$ cat src/hdl/sha3_pkg.sv
// package: shared types, constants and round functions for the sha3 engine
`timescale 1ns / 1ps
`default_nettype none
package sha3_pkg;

    localparam int NUM_ROUNDS = 24;
    localparam int QUEUE_DEPTH_DEFAULT = 4;

    typedef logic [63:0] t_lane;
    typedef t_lane [24:0] t_state;

    // item passed from front to back
    typedef struct packed {
        logic [63:0] data;
        logic [3:0]  count;
        logic        last;
    } t_item;

    function automatic logic [4:0] rate_of(input logic [1:0] mode);
        case (mode)
            2'd0:    rate_of = 5'd18;
            2'd1:    rate_of = 5'd17;
            2'd2:    rate_of = 5'd13;
            default: rate_of = 5'd9;
        endcase
    endfunction

    function automatic logic [3:0] words_of(input logic [1:0] mode);
        case (mode)
            2'd0:    words_of = 4'd4;
            2'd1:    words_of = 4'd4;
            2'd2:    words_of = 4'd6;
            default: words_of = 4'd8;
        endcase
    endfunction

    function automatic logic [5:0] rot_of(input int i);
        case (i)
            0: rot_of = 6'd0;   1: rot_of = 6'd1;   2: rot_of = 6'd62;  3: rot_of = 6'd28;
            4: rot_of = 6'd27;  5: rot_of = 6'd36;  6: rot_of = 6'd44;  7: rot_of = 6'd6;
            8: rot_of = 6'd55;  9: rot_of = 6'd20;  10: rot_of = 6'd3;  11: rot_of = 6'd10;
            12: rot_of = 6'd43; 13: rot_of = 6'd25; 14: rot_of = 6'd39; 15: rot_of = 6'd41;
            16: rot_of = 6'd45; 17: rot_of = 6'd15; 18: rot_of = 6'd21; 19: rot_of = 6'd8;
            20: rot_of = 6'd18; 21: rot_of = 6'd2;  22: rot_of = 6'd61; 23: rot_of = 6'd56;
            default: rot_of = 6'd14;
        endcase
    endfunction

    function automatic t_lane rotl(input t_lane v, input logic [5:0] n);
        logic [127:0] w;
        w = {v, v} << n;
        rotl = w[127:64];
    endfunction

    // round constant from the lfsr value at round start
    function automatic t_lane round_const(input logic [7:0] lfsr_in);
        t_lane rc;
        logic [7:0] l;
        rc = '0;
        l = lfsr_in;
        for (int j = 0; j < 7; j++) begin
            if (l[0]) rc[(1 << j) - 1] = 1'b1;
            l = l[7] ? ({l[6:0], 1'b0} ^ 8'h71) : {l[6:0], 1'b0};
        end
        round_const = rc;
    endfunction

    function automatic logic [7:0] lfsr_step7(input logic [7:0] lfsr_in);
        logic [7:0] l;
        l = lfsr_in;
        for (int j = 0; j < 7; j++) begin
            l = l[7] ? ({l[6:0], 1'b0} ^ 8'h71) : {l[6:0], 1'b0};
        end
        lfsr_step7 = l;
    endfunction

    function automatic t_state keccak_round(input t_state a_in, input t_lane rc);
        t_lane c [5];
        t_lane d;
        t_state a, b, r;
        a = a_in;
        for (int x = 0; x < 5; x++) begin
            c[x] = a[x] ^ a[x + 5] ^ a[x + 10] ^ a[x + 15] ^ a[x + 20];
        end
        for (int x = 0; x < 5; x++) begin
            d = c[(x + 4) % 5] ^ rotl(c[(x + 1) % 5], 6'd1);
            for (int y = 0; y < 5; y++) a[x + 5 * y] = a[x + 5 * y] ^ d;
        end
        for (int x = 0; x < 5; x++) begin
            for (int y = 0; y < 5; y++) begin
                b[y + 5 * ((2 * x + 3 * y) % 5)] = rotl(a[x + 5 * y], rot_of(x + 5 * y));
            end
        end
        for (int y = 0; y < 5; y++) begin
            for (int x = 0; x < 5; x++) begin
                r[x + 5 * y] = b[x + 5 * y] ^ (~b[(x + 1) % 5 + 5 * y] & b[(x + 2) % 5 + 5 * y]);
            end
        end
        r[0] = r[0] ^ rc;
        keccak_round = r;
    endfunction

endpackage
`default_nettype wire

$ cat src/hdl/sha3_front.sv
// front end: input capture, byte masking and request queue
`timescale 1ns / 1ps
`default_nettype none
module sha3_front #(
    parameter int DEPTH = 4
) (
    input  wire                 i_clk,
    input  wire                 i_rst_n,
    input  wire                 i_valid,
    output logic                o_stall,
    input  wire  [63:0]         i_data_word,
    input  wire  [3:0]          i_byte_count,
    input  wire                 i_last_word,
    output logic                o_q_valid,
    output sha3_pkg::t_item     o_q_item,
    input  wire                 i_q_pop
);
    import sha3_pkg::*;

    localparam int AW = (DEPTH > 1) ? $clog2(DEPTH) : 1;

    t_item          r_mem [DEPTH];
    logic [AW-1:0]  r_wr, r_rd;
    logic [AW:0]    r_cnt;
    logic           push;
    t_item          item;
    logic [3:0]     cnt;
    logic [63:0]    mask;

    assign o_stall = (r_cnt == AW'(0) + (AW+1)'(DEPTH));
    assign push    = i_valid && !o_stall;

    // clamp count and clear unused bytes
    always_comb begin
        cnt = (i_byte_count > 4'd8) ? 4'd8 : i_byte_count;
        for (int k = 0; k < 8; k++) mask[8*k +: 8] = (4'(k) < cnt) ? 8'hff : 8'h00;
        item.data  = i_data_word & mask;
        item.count = cnt;
        item.last  = i_last_word;
    end

    assign o_q_valid = (r_cnt != '0);
    assign o_q_item  = r_mem[r_rd];

    always_ff @(posedge i_clk) begin
        if (push) r_mem[r_wr] <= item;
    end

    always_ff @(posedge i_clk) begin
        if (!i_rst_n) begin
            r_wr  <= '0;
            r_rd  <= '0;
            r_cnt <= '0;
        end else begin
            if (push) r_wr <= (r_wr == AW'(DEPTH - 1)) ? '0 : r_wr + 1'b1;
            if (i_q_pop) r_rd <= (r_rd == AW'(DEPTH - 1)) ? '0 : r_rd + 1'b1;
            r_cnt <= r_cnt + (AW+1)'(push) - (AW+1)'(i_q_pop);
        end
    end

    assert property (@(posedge i_clk) disable iff (!i_rst_n) i_q_pop |-> o_q_valid)
        else $error("pop from empty queue");
    assert property (@(posedge i_clk) disable iff (!i_rst_n)
        r_cnt <= (AW+1)'(DEPTH)) else $error("queue overfull");
    assert property (@(posedge i_clk) disable iff (!i_rst_n)
        (push && !i_q_pop) |=> (r_cnt == $past(r_cnt) + 1'b1)) else $error("count slip");
endmodule
`default_nettype wire

$ cat config.mk
export PLATFORM = sky130hd
export DESIGN_NAME = sha3_front
export DESIGN_NICKNAME = d
export VERILOG_FILES = /design/src/hdl/sha3_pkg.sv /design/src/hdl/sha3_front.sv
export SDC_FILE = /design/constraint.sdc
export NUM_CORES = 1
export LEC_CHECK = 0
export CAP_MARGIN = 30
export CORE_UTILIZATION = 65
export DETAILED_ROUTE_END_ITERATION = 12
export DONT_BUFFER_PORTS = 1
export PLACE_DENSITY = 0.81
export SLEW_MARGIN = 20
export SYNTH_ARGS = -nofsm -noshare
export SYNTH_HDL_FRONTEND = slang
export SYNTH_SLANG_ARGS = --single-unit
$ cat constraint.sdc
create_clock -name i_clk -period 6.4 [get_ports i_clk]
set_input_delay 1.28 -clock i_clk [delete_from_list [all_inputs] [get_ports i_clk]]
set_output_delay 1.28 -clock i_clk [all_outputs]
set_load 0.01 [all_outputs]
# Word level (Yosys, flattened, before mapping)
# Memory sizes are Yosys's and may differ from the RTL's. A register that Yosys moved wholly into a read port is not among the register bits.
# Cells that the tools add are included.
# word_totals
latch_bits	0
in_bits	73
elab_cells	39
mem_bits_rw	276
output_inout_bits	71
reg_bits	7
mem_count	1
rom_bits	0
# op_classes
n_div	0
n_bitwise	1
add_sub_neg	4
multipliers	0
reduce_logical	3
mux	15
n_lt_le_gt_ge	9
n_eq_ne	3
shift	0
# memory_table
memory	depth	word_bits	read_ports	rd_ports_with_merged_regs	write_ports	line_no	source
r_mem	4	69	1	1	1	sha3_front.sv:22	t_item r_mem [DEPTH];
# ops
op	n
$and 64x64->64	1
$mux 8	8
$lt 3x4->1 const A	4
$lt 1x4->1 const A	2
$lt 2x4->1 const A	2
$mux 2	4
$add 2x1->2 const B	2
$eq 2x2->1 const B	2
$gt 4x4->1 const B	1
$mux 4	1
$add 3x1->3	1
$eq 3x3->1 const B	1
$reduce_bool 3->1	1
$sub 3x1->3	1
$mux 1	2
$logic_and 1x1->1	1
$logic_not 1->1	1

# Logic depth before layout (Yosys ltp)
# depth
word_depth	5
mapped_depth	12
depth_no_buf	11

# Worst setup path after synthesis
# Ideal clock, no wire load.
# synth_timing
kind	in2reg
start	input port i_valid
end	memory r_mem[0][0] in the netlist's numbering, enable pin
setup_slack_ps	2689
stages	3
t_arrival_ps	3276
setup_ps	435
required_ps	5965
n_path_buf	1
path_cell_list	nor2b_1 -> clkbuf_1 -> and2_1
# synth_via
elab_chain_cells	3
# synth_lines
element	line_no	source
start: declaration	sha3_front.sv:9	input wire i_valid,
$logic_and 1x1->1	sha3_front.sv:31	assign push = i_valid && !o_stall;
$mux 1	sha3_front.sv:46	if (push) r_mem[r_wr] <= item;
$mux 1 (not written as such)	sha3_front.sv:46	
end: declaration	sha3_front.sv:22	
# Every way passes these cells.

==> impl_results.html <==
<table>
<tr><th>Metric</th><th>Value</th></tr>
<tr><th colspan="2">Clocking</th></tr>
<tr><td>Number of CTS-inserted buffers</td><td>28</td></tr>
<tr><td>CTS clock-pin slew for the worst setup and hold paths</td><td>~0.06 ns</td></tr>
<tr><td>Depth of the CTS H-tree</td><td>1</td></tr>
<tr><td>Clk_lat worst skew</td><td>between 0.5 and 0.6 ns</td></tr>
<tr><td># resized after CTS</td><td>0</td></tr>
<tr><td>TritonCTS clock tree</td><td>done</td></tr>
<tr><td>Root buffer cell</td><td>sky130_fd_sc_hd__clkbuf_16</td></tr>
<tr><td>Hold-fix buffers at CTS</td><td>0</td></tr>
<tr><td>Number of buffers on the longest clock path</td><td>3</td></tr>
<tr><td>Clock sinks</td><td>around 290</td></tr>
<tr><td>Post-CTS setup buffer count</td><td>0</td></tr>
<tr><th colspan="2">Final layout</th></tr>
<tr><td>Sequential cell area</td><td>0.00848 mm²</td></tr>
<tr><td>Leading cell types in the layout, fill and taps excluded</td><td>sky130_fd_sc_hd__edfxtp_1 (276), sky130_fd_sc_hd__mux4_2 (69), sky130_fd_sc_hd__nor2b_1 (52), sky130_fd_sc_hd__clkbuf_16 (29), sky130_fd_sc_hd__and2b_1 (11)</td></tr>
<tr><td>Area Overhead vs Synth</td><td>11.5%</td></tr>
<tr><td>Share of cells above drive strength 1</td><td>0.245</td></tr>
<tr><td>Most common library cell in the layout ignoring fill and taps</td><td>sky130_fd_sc_hd__edfxtp_1</td></tr>
<tr><td>Fillers</td><td>approximately 900</td></tr>
<tr><td>Final cell area excluding filler cells</td><td>approximately 0.012 mm²</td></tr>
<tr><td>Area of combinational cells with multiple inputs</td><td>0.00232 mm²</td></tr>
<tr><td>Layout net count</td><td>585</td></tr>
<tr><th colspan="2">Worst setup path</th></tr>
<tr><td>Crit path capture type</td><td>primary output</td></tr>
<tr><td>Category of the critical setup timing path</td><td>reg -&gt; out</td></tr>
<tr><td>Critical-path top delay cell</td><td>sky130_fd_sc_hd__dfxtp_4</td></tr>
<tr><td>Source of the worst register-to-register timing path</td><td>r_cnt[1]</td></tr>
<tr><td>WP data required</td><td>between 5 and 6 ns</td></tr>
<tr><td>Startpoint class of the critical path</td><td>flip-flop</td></tr>
<tr><td>Delay of the slowest cell on the worst path</td><td>just over 0.9 ns</td></tr>
<tr><td>Worst endpoint data arrival time</td><td>2.68 ns</td></tr>
<tr><td>Cells traversed along the worst timing path</td><td>buf_4, mux4_2</td></tr>
<tr><td>Largest fanout on the critical path</td><td>43</td></tr>
<tr><th colspan="2">Floorplan</th></tr>
<tr><td>Area of the die</td><td>approximately 0.017 mm²</td></tr>
<tr><td>Die span in y</td><td>132 µm</td></tr>
<tr><td>Die extent in x</td><td>between 100 and 150 µm</td></tr>
<tr><td>Placeable core area</td><td>roughly 0.017 mm²</td></tr>
<tr><td>Number of placement rows</td><td>47</td></tr>
<tr><td>Ports placed on the boundary</td><td>144</td></tr>
<tr><td>Initial core utilization</td><td>0.663</td></tr>
<tr><th colspan="2">Worst hold path</th></tr>
<tr><td>Worst hold path type</td><td>reg -&gt; reg</td></tr>
<tr><td>Source of the worst hold timing path</td><td>r_wr[1]</td></tr>
<tr><th colspan="2">STA</th></tr>
<tr><td>Post-Route Setup TNS</td><td>0 ns</td></tr>
<tr><td>Final clock skew</td><td>around 0.028 ns</td></tr>
<tr><td>Number of failing hold endpoints at the final stage</td><td>0</td></tr>
<tr><td>Endpoints failing setup</td><td>0</td></tr>
<tr><td>Final critical delay including setup and external delays</td><td>just under 4 ns</td></tr>
<tr><td>Max Clk Rate</td><td>253 MHz</td></tr>
<tr><td>Tightest slew margin relative to the limit</td><td>0.426</td></tr>
<tr><td>Actual slew at the worst max-slew pin</td><td>~0.86 ns</td></tr>
<tr><td>Final count of pins violating max slew</td><td>0</td></tr>
<tr><td>Crit share post-route</td><td>0.618</td></tr>
<tr><td>RSZ-0062 raised after global routing</td><td>no</td></tr>
<tr><th colspan="2">Route</th></tr>
<tr><td>Post-Route WL</td><td>~19,000 µm</td></tr>
<tr><td>Average wire length per cell after detail routing</td><td>25.9 µm</td></tr>
<tr><td>Number of remaining DRC errors</td><td>0</td></tr>
<tr><td>Vias</td><td>approximately 4,700</td></tr>
<tr><td>Via density per instance</td><td>between 6 and 7</td></tr>
<tr><td>Post-route ant nets</td><td>0</td></tr>
<tr><td>Number of iterations in the first detailed-routing pass</td><td>6</td></tr>
<tr><td>Iter 0 DRT Violations</td><td>~360</td></tr>
<tr><th colspan="2">Job</th></tr>
<tr><td>Max-cap violation count</td><td>0</td></tr>
<tr><th colspan="2">Power</th></tr>
<tr><td>Power, Total</td><td>between 4000 and 5000 µW</td></tr>
<tr><td>Power Internal</td><td>~3500 µW</td></tr>
<tr><td>Power per unit of standard cell area</td><td>370 mW/mm²</td></tr>
<tr><td>Reg power frac</td><td>0.520</td></tr>
<tr><td>Peak ir drop on the vdd network</td><td>about 0.00031 V</td></tr>
<tr><td>Clock share of power</td><td>0.372</td></tr>
<tr><td>Total leakage power</td><td>0.00389 µW</td></tr>
<tr><td>Portion of total power attributed to combinational logic</td><td>0.108</td></tr>
<tr><td>Power spent charging and discharging nets</td><td>approximately 1000 µW</td></tr>
<tr><td>Share of total power consumed by net switching</td><td>0.226</td></tr>
<tr><th colspan="2">Global routing</th></tr>
<tr><td>Overall fraction of global-route tracks in use</td><td>0.232</td></tr>
<tr><td>Remaining global-route overflow</td><td>0</td></tr>
<tr><td>Number of antenna violations at the first check in global routing</td><td>2</td></tr>
<tr><td>Wire length of the first global-routing pass</td><td>approximately 30,000 µm</td></tr>
<tr><td>Pin count of the biggest net entering global routing</td><td>70</td></tr>
<tr><td>Number of global-route vias before repair</td><td>4,992</td></tr>
<tr><th colspan="2">Logic synthesis</th></tr>
<tr><td>Syn Area/Cell</td><td>roughly 22 µm²</td></tr>
<tr><td>Net count after synthesis</td><td>between 500 and 600</td></tr>
<tr><td>Summed instance area of the synthesized netlist</td><td>0.0109 mm²</td></tr>
<tr><td>Flops &amp; latches, synth</td><td>~290</td></tr>
<tr><td>Sequential area share after synthesis</td><td>0.773</td></tr>
<tr><td>Post-synthesis cell count</td><td>slightly below 500</td></tr>
<tr><td>Number of distinct library cells after synthesis</td><td>27</td></tr>
<tr><td>Yosys warnings</td><td>0</td></tr>
<tr><th colspan="2">Status</th></tr>
<tr><td>Result of the run</td><td>finished, final reports clean</td></tr>
<tr><th colspan="2">Placement</th></tr>
<tr><td>Weighted congestion at the end of routability-driven global placement</td><td>0.783</td></tr>
<tr><td>Placed Area</td><td>0.0112 mm²</td></tr>
<tr><td>Buffers on Ports</td><td>0</td></tr>
<tr><td>Detailed placer's ending HPWL</td><td>11,900 µm</td></tr>
</table>
## power by group through the flow
| stage | clock network, µW | registers, µW | logic, µW |
|---|---|---|---|
| after CTS | 1700 | 2360 | 488 |
| after global routing | 1770 | 2370 | 519 |
| after detailed placement | 0 | 2390 | 485 |
| after floorplan | 0 | 2350 | 388 |
| after global placement | 0 | 2380 | 446 |
| final | 1680 | 2350 | 488 |
## synth_stat cells
library cell               number  area share
sky130_fd_sc_hd__nor2_1         3      0.0010
sky130_fd_sc_hd__nor2b_1       52       0.030
sky130_fd_sc_hd__and2_1        14      0.0080
sky130_fd_sc_hd__buf_4          6      0.0041
sky130_fd_sc_hd__fa_1           1      0.0018
sky130_fd_sc_hd__nand2_1        4      0.0014
sky130_fd_sc_hd__xnor2_1        2      0.0016
sky130_fd_sc_hd__or3_1          1     0.00057
sky130_fd_sc_hd__buf_6          1      0.0010
sky130_fd_sc_hd__o21a_1         2      0.0014
sky130_fd_sc_hd__clkbuf_2       1     0.00046
sky130_fd_sc_hd__a21oi_1        1     0.00046
sky130_fd_sc_hd__buf_12         2      0.0037
sky130_fd_sc_hd__ha_1           7      0.0080
sky130_fd_sc_hd__a211oi_1       1     0.00069
sky130_fd_sc_hd__inv_1          5      0.0017
sky130_fd_sc_hd__clkbuf_1       9      0.0031
sky130_fd_sc_hd__and2b_1       11      0.0075
sky130_fd_sc_hd__nor4_4         1      0.0019
sky130_fd_sc_hd__nor3b_1        2      0.0014
sky130_fd_sc_hd__a31oi_1        1     0.00057
sky130_fd_sc_hd__mux4_2        69        0.14
sky130_fd_sc_hd__dfxtp_1        9       0.016
sky130_fd_sc_hd__nor3_1         1     0.00046
sky130_fd_sc_hd__mux2i_1        3      0.0027
sky130_fd_sc_hd__edfxtp_1     276        0.76
sky130_fd_sc_hd__buf_2          3      0.0014
## worst max-delay path, delay by kind of cell (launching register included)
| kind | cells | cell delay [ns] |
|---|---|---|
| flip-flops | 1 | 0.92 |
| multiplexers | 1 | 0.63 |
| buffers and inverters | 1 | 0.57 |
## per-stage QoR
stage	instances	setup WS (ns)	utilization	hold WS [ns]
6_report	747	2.44	0.739	0.506
5_1_grt	747	2.22	0.739	0.536
3_3_place_gp	688	2.91	0.672	0.476
3_5_place_dp	692	2.88	0.678	0.497
2_1_floorplan	488	2.69	-	0.468
4_1_cts	744	2.30	0.737	0.505
## logic make-up after synthesis
family	after synthesis	synth area share
mux	72	0.145
xor+xnor	2	0.00160
flops	285	0.773
compound gates	5	0.00309
buf+inv	27	0.0154
simple gates	89	0.0520
fa+ha+maj	8	0.00983
## final timing paths
check / endpoint / slack, ns / cells after the start
min: r_wr[1] / 0.51 / 2
max: o_q_item[67] / 2.44 / 2
min reg2reg: r_wr[1] / 0.51 / 2
max reg2reg: r_cnt[2] / 3.88 / 11
## sequential cells by signal, indices dropped and copies added (netlist names), named ones only
| signal | count |
|---|---|
| r_rd | 2 |
| r_cnt | 3 |
| r_mem | 276 |
| r_wr | 2 |
## layer usage
metal / track usage / wire length [µm]
met5: 0 / 13
met4: 0.0659 / 432
met3: 0.0465 / 1450
met2: 0.392 / 10000
met1: 0.313 / 7490
## layout make-up
| class | count | share of cell area |
|---|---|---|
| sequential | 285 | 0.694 |
| multi-input combinational | 176 | 0.190 |
| clock buffer | 29 | 0.0595 |
| tap | 220 | 0.0226 |
| clock inverter | 23 | 0.0200 |
| timing repair buffer | 8 | 0.0117 |
| inverter | 5 | 0.00154 |
| antenna | 1 | 0.000205 |
No activity file was read; power rests on OpenSTA's default activity.
